$ cat config.mk
export PLATFORM = sky130hd
export DESIGN_NAME = sign_magnitude_accumulator_alu_top
export DESIGN_NICKNAME = d
export VERILOG_FILES = /design/src/hdl/sma_pkg.sv /design/src/hdl/sign_magnitude_accumulator_alu_top.sv /design/src/hdl/sma_ctrl.sv /design/src/hdl/sma_dp.sv
export SDC_FILE = /design/constraint.sdc
export NUM_CORES = 1
export LEC_CHECK = 0
export BUFFER_PORTS_ARGS = -buffer_cell sky130_fd_sc_hd__buf_2
export CAP_MARGIN = 20
export CORE_UTILIZATION = 52
export DETAILED_ROUTE_END_ITERATION = 10
export PLACE_DENSITY = 0.75
export SYNTH_ARGS = -nofsm -noshare
export SYNTH_HDL_FRONTEND = slang
export SYNTH_SLANG_ARGS = --single-unit
$ cat constraint.sdc
create_clock -name clk -period 3.4 [get_ports clk]
set_input_delay 0.85 -clock clk [delete_from_list [all_inputs] [get_ports clk]]
set_output_delay 0.85 -clock clk [all_outputs]
set_load 0.02 [all_outputs]
$ cat src/hdl/sma_pkg.sv
`default_nettype none
package sma_pkg;

  typedef logic [2:0] mode_t;
  localparam mode_t MODE_ADD  = 3'd0;
  localparam mode_t MODE_SUB  = 3'd1;
  localparam mode_t MODE_MUL  = 3'd2;
  localparam mode_t MODE_DIV  = 3'd3;
  localparam mode_t MODE_AND  = 3'd4;
  localparam mode_t MODE_LOAD = 3'd5;

  typedef logic [1:0] status_t;
  localparam status_t ST_OK       = 2'd0;
  localparam status_t ST_OVERFLOW = 2'd1;
  localparam status_t ST_DIVZERO  = 2'd2;
  localparam status_t ST_NOTDATA  = 2'd3;

  localparam int ModeW   = 3;
  localparam int StatusW = 2;

  typedef struct packed {
    logic load;
    logic step;
    logic commit;
  } dp_cmd_t;

  typedef struct packed {
    logic last;
  } dp_sts_t;

endpackage
`default_nettype wire

$ cat src/hdl/sign_magnitude_accumulator_alu_top.sv
// Each item passes through the bit-per-cycle shift-add multiply / restoring
// divide loop; a new item is accepted only after the previous result has
// been taken from the output.
// Every mode runs the same loop, so timing does not depend on the data.
// Reset (rst_n low, synchronous) clears the accumulator to zero and idles the
// controller.
`default_nettype none
module sign_magnitude_accumulator_alu_top #(
  parameter int MAGNITUDE_BITS = 13,
  localparam int WordW = MAGNITUDE_BITS + 2,
  localparam int InW   = ((WordW + 3 + 7) / 8) * 8,
  localparam int OutW  = ((WordW + 2 + 7) / 8) * 8
) (
  input  wire logic            clk,
  input  wire logic            rst_n,
  input  wire logic            in_tvalid,
  output logic                 in_tready,
  input  wire logic [InW-1:0]  in_tdata,   // mode[2:0], memory_word
  output logic                 out_tvalid,
  input  wire logic            out_tready,
  output logic [OutW-1:0]      out_tdata   // accumulator_out, status
);
  import sma_pkg::*;

  dp_cmd_t          cmd;
  dp_sts_t          sts;
  logic [WordW-1:0] acc_word;
  status_t          status;

  sma_ctrl u_ctrl (
    .clk        (clk),
    .rst_n      (rst_n),
    .in_tvalid  (in_tvalid),
    .in_tready  (in_tready),
    .out_tvalid (out_tvalid),
    .out_tready (out_tready),
    .cmd        (cmd),
    .sts        (sts)
  );

  sma_dp #(
    .MAGNITUDE_BITS (MAGNITUDE_BITS)
  ) u_dp (
    .clk      (clk),
    .rst_n    (rst_n),
    .cmd      (cmd),
    .sts      (sts),
    .in_mode  (in_tdata[ModeW-1:0]),
    .in_word  (in_tdata[ModeW+WordW-1:ModeW]),
    .acc_word (acc_word),
    .status   (status)
  );

  assign out_tdata = OutW'({status, acc_word});

endmodule
`default_nettype wire

$ cat src/hdl/sma_ctrl.sv
`default_nettype none
module sma_ctrl (
  input  wire logic             clk,
  input  wire logic             rst_n,
  input  wire logic             in_tvalid,
  output logic                  in_tready,
  output logic                  out_tvalid,
  input  wire logic             out_tready,
  output sma_pkg::dp_cmd_t      cmd,
  input  wire sma_pkg::dp_sts_t sts
);
  import sma_pkg::*;

  typedef enum logic [3:0] {
    S_IDLE = 4'b0001,
    S_RUN  = 4'b0010,
    S_FIN  = 4'b0100,
    S_OUT  = 4'b1000
  } state_t;

  state_t state_r, state_nxt;

  always_comb begin
    state_nxt  = state_r;
    cmd        = '0;
    in_tready  = 1'b0;
    out_tvalid = 1'b0;
    unique case (state_r)
      S_IDLE: begin
        in_tready = 1'b1;
        if (in_tvalid) begin
          cmd.load  = 1'b1;
          state_nxt = S_RUN;
        end
      end
      S_RUN: begin
        cmd.step = 1'b1;
        if (sts.last) begin
          state_nxt = S_FIN;
        end
      end
      S_FIN: begin
        cmd.commit = 1'b1;
        state_nxt  = S_OUT;
      end
      S_OUT: begin
        out_tvalid = 1'b1;
        if (out_tready) begin
          state_nxt = S_IDLE;
        end
      end
      default: begin
        state_nxt = S_IDLE;
      end
    endcase
  end

  always_ff @(posedge clk) begin
    if (!rst_n) begin
      state_r <= S_IDLE;
    end else begin
      state_r <= state_nxt;
    end
  end

endmodule
`default_nettype wire

$ cat src/hdl/sma_dp.sv
`default_nettype none
module sma_dp #(
  parameter int MAGNITUDE_BITS = 13,
  localparam int WordW = MAGNITUDE_BITS + 2
) (
  input  wire logic             clk,
  input  wire logic             rst_n,
  input  wire sma_pkg::dp_cmd_t cmd,
  output sma_pkg::dp_sts_t      sts,
  input  wire sma_pkg::mode_t   in_mode,
  input  wire logic [WordW-1:0] in_word,
  output logic [WordW-1:0]      acc_word,
  output sma_pkg::status_t      status
);
  import sma_pkg::*;

  localparam int MB = MAGNITUDE_BITS;
  localparam int CntW = $clog2(MB);

  mode_t              mode_r;
  logic [WordW-1:0]   opd_r;
  logic [WordW-1:0]   acc_r, acc_nxt;
  status_t            st_r, st_nxt;
  logic [CntW-1:0]    cnt_r;
  logic [MB-1:0]      sh_r;
  logic [MB+1:0]      prod_r, prod_nxt;
  logic               movf_r, movf_nxt;
  logic [MB-1:0]      rem_r, rem_nxt;
  logic [MB-1:0]      quo_r;

  logic          sa, sb, sbe, tags_ok, qbit;
  logic [MB-1:0] ma, mb;
  logic [MB:0]   trial, msum;

  assign sa      = acc_r[MB];
  assign sb      = opd_r[MB];
  assign ma      = acc_r[MB-1:0];
  assign mb      = opd_r[MB-1:0];
  assign tags_ok = acc_r[MB+1] & opd_r[MB+1];
  assign sbe     = sb ^ (mode_r == MODE_SUB);
  assign msum    = {1'b0, ma} + {1'b0, mb};

  assign sts.last = (cnt_r == CntW'(MB - 1));

  // one multiplier bit / one quotient bit per step, MSB first
  always_comb begin
    prod_nxt = {prod_r[MB:0], 1'b0} + (sh_r[MB-1] ? {2'b00, ma} : '0);
    movf_nxt = movf_r | (prod_nxt[MB+1:MB] != 2'b00);
    trial    = {rem_r, sh_r[MB-1]};
    qbit     = (trial >= {1'b0, mb});
    rem_nxt  = qbit ? MB'(trial - {1'b0, mb}) : trial[MB-1:0];
  end

  always_comb begin
    acc_nxt = acc_r;
    st_nxt  = ST_OK;
    case (mode_r) inside
      MODE_ADD, MODE_SUB: begin
        if (!tags_ok) begin
          st_nxt = ST_NOTDATA;
        end else if (sa == sbe) begin
          if (msum[MB]) begin
            st_nxt = ST_OVERFLOW;
          end else begin
            acc_nxt = {1'b1, sa, msum[MB-1:0]};
          end
        end else if (ma > mb) begin
          acc_nxt = {1'b1, sa, MB'(ma - mb)};
        end else if (ma < mb) begin
          acc_nxt = {1'b1, sbe, MB'(mb - ma)};
        end else begin
          acc_nxt = {2'b10, {MB{1'b0}}};
        end
      end
      MODE_MUL: begin
        if (!tags_ok) begin
          st_nxt = ST_NOTDATA;
        end else if (movf_r) begin
          st_nxt = ST_OVERFLOW;
        end else begin
          acc_nxt = {1'b1, sa ^ sb, prod_r[MB-1:0]};
        end
      end
      MODE_DIV: begin
        if (!tags_ok) begin
          st_nxt = ST_NOTDATA;
        end else if (mb == '0) begin
          st_nxt = ST_DIVZERO;
        end else begin
          acc_nxt = {1'b1, sa ^ sb, quo_r};
        end
      end
      MODE_AND:  acc_nxt = acc_r & opd_r;
      MODE_LOAD: acc_nxt = opd_r;
      default:   acc_nxt = acc_r;
    endcase
  end

  always_ff @(posedge clk) begin
    if (!rst_n) begin
      acc_r <= '0;
      st_r  <= ST_OK;
      cnt_r <= '0;
    end else begin
      if (cmd.load) begin
        cnt_r <= '0;
      end else if (cmd.step) begin
        cnt_r <= cnt_r + 1'b1;
      end
      if (cmd.commit) begin
        st_r <= st_nxt;
        if (st_nxt == ST_OK) begin
          acc_r <= acc_nxt;
        end
      end
    end
  end

  always_ff @(posedge clk) begin
    if (cmd.load) begin
      mode_r <= in_mode;
      opd_r  <= in_word;
      sh_r   <= (in_mode == MODE_DIV) ? acc_r[MB-1:0] : in_word[MB-1:0];
      prod_r <= '0;
      movf_r <= 1'b0;
      rem_r  <= '0;
      quo_r  <= '0;
    end else if (cmd.step) begin
      sh_r   <= {sh_r[MB-2:0], 1'b0};
      prod_r <= prod_nxt;
      movf_r <= movf_nxt;
      rem_r  <= rem_nxt;
      quo_r  <= {quo_r[MB-2:0], qbit};
    end
  end

  assign acc_word = acc_r;
  assign status   = st_r;

endmodule
`default_nettype wire
### Word-level counts from Yosys, hierarchy flattened

Cells that the tools add are included.
W data, S select, Z words.

| operators by class | value |
|---|---|
| $lt $le $gt $ge | 3 |
| $add $sub $neg | 6 |
| bitwise logic cells | 6 |
| multiplexer cells | 39 |
| reduce and logical (&&, ||, !) cells | 11 |
| eq/ne operators | 23 |

Operators by type and width:

| kind | number |
|---|---|
| $mux W15 | 13 |
| $mux W13 | 5 |
| $sub A13 B13 Y13 | 3 |
| $pmux W4 S4 | 1 |
| $add A15 B13 Y15 | 1 |
| $and A15 B15 Y15 | 1 |
| $add A13 B13 Y14 | 1 |
| $ge A14 B13 Y1 | 1 |
| $mux W14 | 1 |
| $mux W2 | 7 |
| $gt A13 B13 Y1 | 1 |
| $logic_not A13 Y1 | 1 |
| $lt A13 B13 Y1 | 1 |
| $mux W4 | 3 |
| $ne A2 B2 Y1 const B | 5 |
| $reduce_and A10 Y1 | 1 |
| $eq A3 B2 Y1 const B | 3 |
| $mux W1 | 9 |
| $reduce_and A9 Y1 | 1 |
| $eq A4 B4 Y1 const B | 2 |
| $eq A3 B3 Y1 const B | 2 |
| $ne A2 B1 Y1 const B | 3 |
| $ne A3 B3 Y1 const B | 2 |
| $reduce_bool A5 Y1 | 1 |
| other kinds (16) | 19 |

| storage, ports and cells | value |
|---|---|
| bits in registers | 97 |
| word-level logic and storage cells | 100 |
| output and inout bits | 26 |

### Depth between registers and ports, before layout

| depth | value |
|---|---|
| depth after elaboration | 8 |
| gate-level depth with buffers | 13 |
| gate-level depth less buffers | 12 |

### By module

A second synthesis with hierarchy kept.

| second synthesis, totals | value |
|---|---|
| cell total of the unflattened synthesis | 914 |
| area, all modules | 7803.7 µm² |

Modules (own cells, without submodules):

| module | times used | seq. area each (µm²) | cells each | area each (µm²) |
|---|---|---|---|---|
| sma_dp | 1 | 2172.1 | 876 | 7463.4 |
| sma_ctrl | 1 | 80.1 | 30 | 284.0 |
| sign_magnitude_accumulator_alu_top | 1 | 0.0 | 8 | 56.3 |

### Worst setup path after synthesis

Ideal clock, no wire load.

| timing path | value |
|---|---|
| path type | reg2reg |
| start point | register u_dp.sh_r[12] |
| end point | register u_dp.movf_r |
| slack | 0.436 ns |
| data arrival time | 2.847 ns |
| stages on the path, launching flop included | 14 |
| data required time | 3.283 ns |
| setup time | 0.117 ns |
| clock period less this slack | 2.964 ns |
| cells stage by stage | edfxtp_1 inv_1 clkbuf_1 nor2_1 ha_1 fa_1 a21o_1 a21oi_1 o21ai_0 nor2b_1 a221o_1 nor4_1 a311oi_1 a32o_1 |

| between the ends | value |
|---|---|
| cells in the longest elaborated chain, start to end | 4 |

Ends and longest elaborated chain:

| item | line | RTL |
|---|---|---|
| start, declared | sma_dp.sv:25 | `logic [MB-1:0] sh_r;` |
| start signal, assigned | sma_dp.sv:123 | `sh_r <= (in_mode == MODE_DIV) ? acc_r[MB-1:0] : in_word[MB-1:0];` |
| start signal, assigned | sma_dp.sv:129 | `sh_r <= {sh_r[MB-2:0], 1'b0};` |
| $mux W13 | sma_dp.sv:47 | `prod_nxt = {prod_r[MB:0], 1'b0} + (sh_r[MB-1] ? {2'b00, ma} : '0);` |
| $add A15 B13 Y15 | sma_dp.sv:47 |  |
| $reduce_bool A2 Y1 | sma_dp.sv:48 | `movf_nxt = movf_r \| (prod_nxt[MB+1:MB] != 2'b00);` |
| $or A1 B1 Y1 | sma_dp.sv:48 |  |
| end signal, assigned | sma_dp.sv:131 | `movf_r <= movf_nxt;` |
| end, declared | sma_dp.sv:27 | `logic movf_r, movf_nxt;` |

No other way between the ends.
A chain may end at the register's enable or synchronous reset.

### Worst setup path in the final report

| timing path | value |
|---|---|
| start point | register u_dp.acc_r[1] (netlist: u_dp.acc_word[1]) |
| end point | register u_dp.movf_r |

| between the ends | value |
|---|---|
| cells in the longest elaborated chain, start to end | 4 |

Ends and longest elaborated chain:

| item | line | RTL |
|---|---|---|
| start, declared | sma_dp.sv:22 | `logic [WordW-1:0] acc_r, acc_nxt;` |
| start signal, assigned | sma_dp.sv:113 | `acc_r <= acc_nxt;` |
| $mux W13 | sma_dp.sv:47 |  |
| $add A15 B13 Y15 | sma_dp.sv:47 |  |
| $reduce_bool A2 Y1 | sma_dp.sv:48 |  |
| $or A1 B1 Y1 | sma_dp.sv:48 |  |

No other way between the ends.

==> results.py <==
metrics = {
    "run_status": {
        "status": "completed",
    },
    "cts": {
        "clk_pin_slew_ns": 0.07,
        "insertion_delay_ns": 0.36,
        "cts_tree": "built",
        "cts_root_buf": "clkbuf_16",
        "clock_path_buffers": 2,
        "cts_hold_buf": 0,
        "cts_buffers": 9,
        "htree_levels": 3,
        "clock-sinks": 97,
    },
    "worst_hold_path": {
        "hold_class": "register to register",
        "min_from": "u_dp.quo_r[5]$_SDFFE_PP0N_",
    },
    "synthesis": {
        "synth_area_um2": 7710,
        "synth_warnings": 0,
        "ys.flop_type": "dfxtp_1",
        "seq_area_frac_synth": 0.292,
        "synth-async-reset-ratio": 0,
        "yosysMostFrequentCell": "nand2_1",
        "synth.ff_latch_count": 97,
        "synth.distinct_cells": 82,
        "synth_cells": 930,
        "synth_area_leaders": "dfxtp_1 (17%), edfxtp_1 (12%), ha_1 (11%)",
        "synth_common_cells": "nand2_1 (104), nor2_1 (74), o21ai_0 (73)",
        "synth_top_area_frac": 0.171,
        "synth_edf_count": 31,
        "syn_avg_cell_area_um2": 8.29,
        "synth.largest_area_cell": "dfxtp_1",
    },
    "worst_setup_path": {
        "cp_top_family": "compound AO/OA/AOI/OAI gates",
        "critPathMaxStageDelay_ns": 0.44,
        "path_max_fanout": 6,
        "crit_path_start": "u_dp.acc_word[1]$_SDFFE_PN0P_",
        "slowest_stage": "fa_1",
        "crit_buf_inv": 1,
        "cp-end-kind": "register",
        "critPathArrivalTime_ns": 3.50,
        "critPathKind": "register to register",
        "start_kind": "register",
        "critPathRequiredTime_ns": 3.65,
        "path_cells": "inv_1 -> nor2_1 -> ha_1 -> fa_1 -> a21o_1 -> a21oi_1 -> o21ai_0 -> nor2b_1 -> a221o_1 -> nor4_1 -> a311oi_1 -> a32o_1",
        "worstReg2RegStart": "u_dp.acc_word[1]$_SDFFE_PN0P_",
    },
    "sta": {
        "tightestPinTransition_ns": 0.910,
        "grt_setup_unrepaired": "yes",
        "drv_slew": 0,
        "skew_ns": 0.00815,
        "period_share": 0.955,
        "period_needed_ns": 3.25,
        "whs_ns": 0.482,
        "fin_setup_tns_ns": 0,
        "setup_violations": 0,
        "hold_viol_final": 0,
        "timing.slew.headroom": 0.393,
        "clock.fmax_mhz": 308,
    },
    "floorplanning": {
        "die-area_um2": 15300,
        "boundaryPins": 54,
        "start_util": 0.532,
        "die_y_um": 124,
        "rows": 44,
        "core_um2": 14500,
        "die_w_um": 124,
    },
    "routing": {
        "avgRoutedWirePerCell_um": 19.4,
        "avgViaCountPerCell": 6.22,
        "num_vias": 7257,
        "routed_wl_mm": 22.7,
        "firstDrtPassIters": 5,
        "remaining_drc_errors": 0,
        "ant_nets": 0,
        "drtIter0Drc": 698,
    },
    "global_routing": {
        "grt-ovfl-total": 0,
        "grt_util_all_layers": 0.310,
        "grt_max_degree": 45,
        "grt_pass1_vias": 6756,
        "antenna_found_initial": 0,
        "grt_pass1_wl_mm": 35.8,
    },
    "power": {
        "powerDensity_nw_per_um2": 358,
        "ir_drop_mv": 0.344,
        "p_leak_nw": 3.50,
    },
    "placed_design": {
        "io_buffers": 40,
        "hpwl_mm": 17.0,
        "gp_congestion": 0.949,
    },
    "flow_run": {
        "cap_violations": 0,
    },
    "final_layout": {
        "drive_gt1_frac": 0.137,
        "nets": 1079,
        "syn2layout_area_growth_pct": 10.7,
        "diodes": 0,
    },
}
==> final cells by class <==
type / count / area, µm²
multi-input cells: 733 / 5010
repair buffers: 88 / 573
well taps: 184 / 230
clock inverters: 5 / 38.8
fillers: 1302 / 5950
clock buffers: 11 / 243
flip-flops and latches: 97 / 2250
inverters: 49 / 184
==> per-stage QoR <==
step / total power [mW] / setup WS, ns / utilization / std cells / area (µm²)
global route: 3.19 / 0.00532 / 0.589 / 1167 / 8530
floorplan: 1.84 / 0.436 / - / 936 / 7730
detailed placement: 2.05 / 0.236 / 0.568 / 1151 / 8230
finish: 3.06 / 0.152 / 0.589 / 1167 / 8530
global placement: 2.04 / 0.271 / 0.568 / 1151 / 8230
CTS: 3.05 / 0.204 / 0.588 / 1167 / 8510
==> layer usage <==
metal	vias to the layer above	global-route usage	wire, µm
met5	-	0	0
met4	0	0.143	927
met3	47	0.0485	1740
met2	342	0.479	9990
met1	3377	0.423	10000
li1	3491	-	-
==> path summary, 6_finish.rpt <==
path / slack (ns) / depth (start not counted) / end
max: 0.15 / 12 / u_dp.movf_r$_SDFFE_PP0N_
min reg2reg: 0.48 / 2 / u_dp.quo_r[6]$_SDFFE_PP0N_
max reg2reg: 0.15 / 12 / u_dp.movf_r$_SDFFE_PP0N_
min: 0.48 / 2 / u_dp.quo_r[6]$_SDFFE_PP0N_
==> worst reg2reg max path, stage by stage (launching register included) <==
cell and delay [ns]:
dfxtp_1 0.38, inv_1 0.28, nor2_1 0.09, ha_1 0.24
fa_1 0.44, a21o_1 0.20, a21oi_1 0.20, o21ai_0 0.10
nor2b_1 0.20, a221o_1 0.38, nor4_1 0.24, a311oi_1 0.09
a32o_1 0.30
==> kinds of logic (layout without fill, tap and decap cells) <==
kind of cell	after synthesis	in the layout	share of synthesized area
flops	97	97	0.292
xor+xnor	36	36	0.0419
buf+inv	106	153	0.0638
compound gates	282	282	0.239
fa+ha+maj	73	73	0.123
other cells	1	7	0.000487
simple gates	294	294	0.184
mux	41	41	0.0549
==> sequential cells by signal, summed over array words and instances (netlist names) <==
register and cells:
u_dp.opd_r 15, u_dp.status 2, u_ctrl.state_r 4, u_dp.mode_r 3
u_dp.prod_r 14, u_dp.cnt_r 4, u_dp.acc_word 15, u_dp.quo_r 13
u_dp.rem_r 13, u_dp.movf_r 1, u_dp.sh_r 13
==> where the power goes <==
part	switching (mW)	total, mW	leakage, nW	internal (mW)
logic	0.454	0.729	2.53	0.276
clock network	0.485	1.01	0.137	0.524
registers	0.0513	1.32	0.830	1.27
==> cell usage in the layout (no fill, tap or decap), types with 14 or more instances in the layout <==
master / n
xnor2_1: 21
a21oi_1: 70
edfxtp_1: 31
nor3_1: 16
nor2_1: 74
nand3_1: 29
buf_2: 40
dfxtp_1: 66
nand2_1: 104
inv_1: 49
xor2_1: 14
a21o_1: 15
ha_1: 68
o21ai_0: 73
buf_4: 47
mux2i_1: 31
==> timing repair <==
item | CTS | global route
gates resized for setup | 0 | 3
buffers inserted | 0 | 0
endpoints found under the setup margin | 0 | 5
Power figures use the tool's default switching activity.
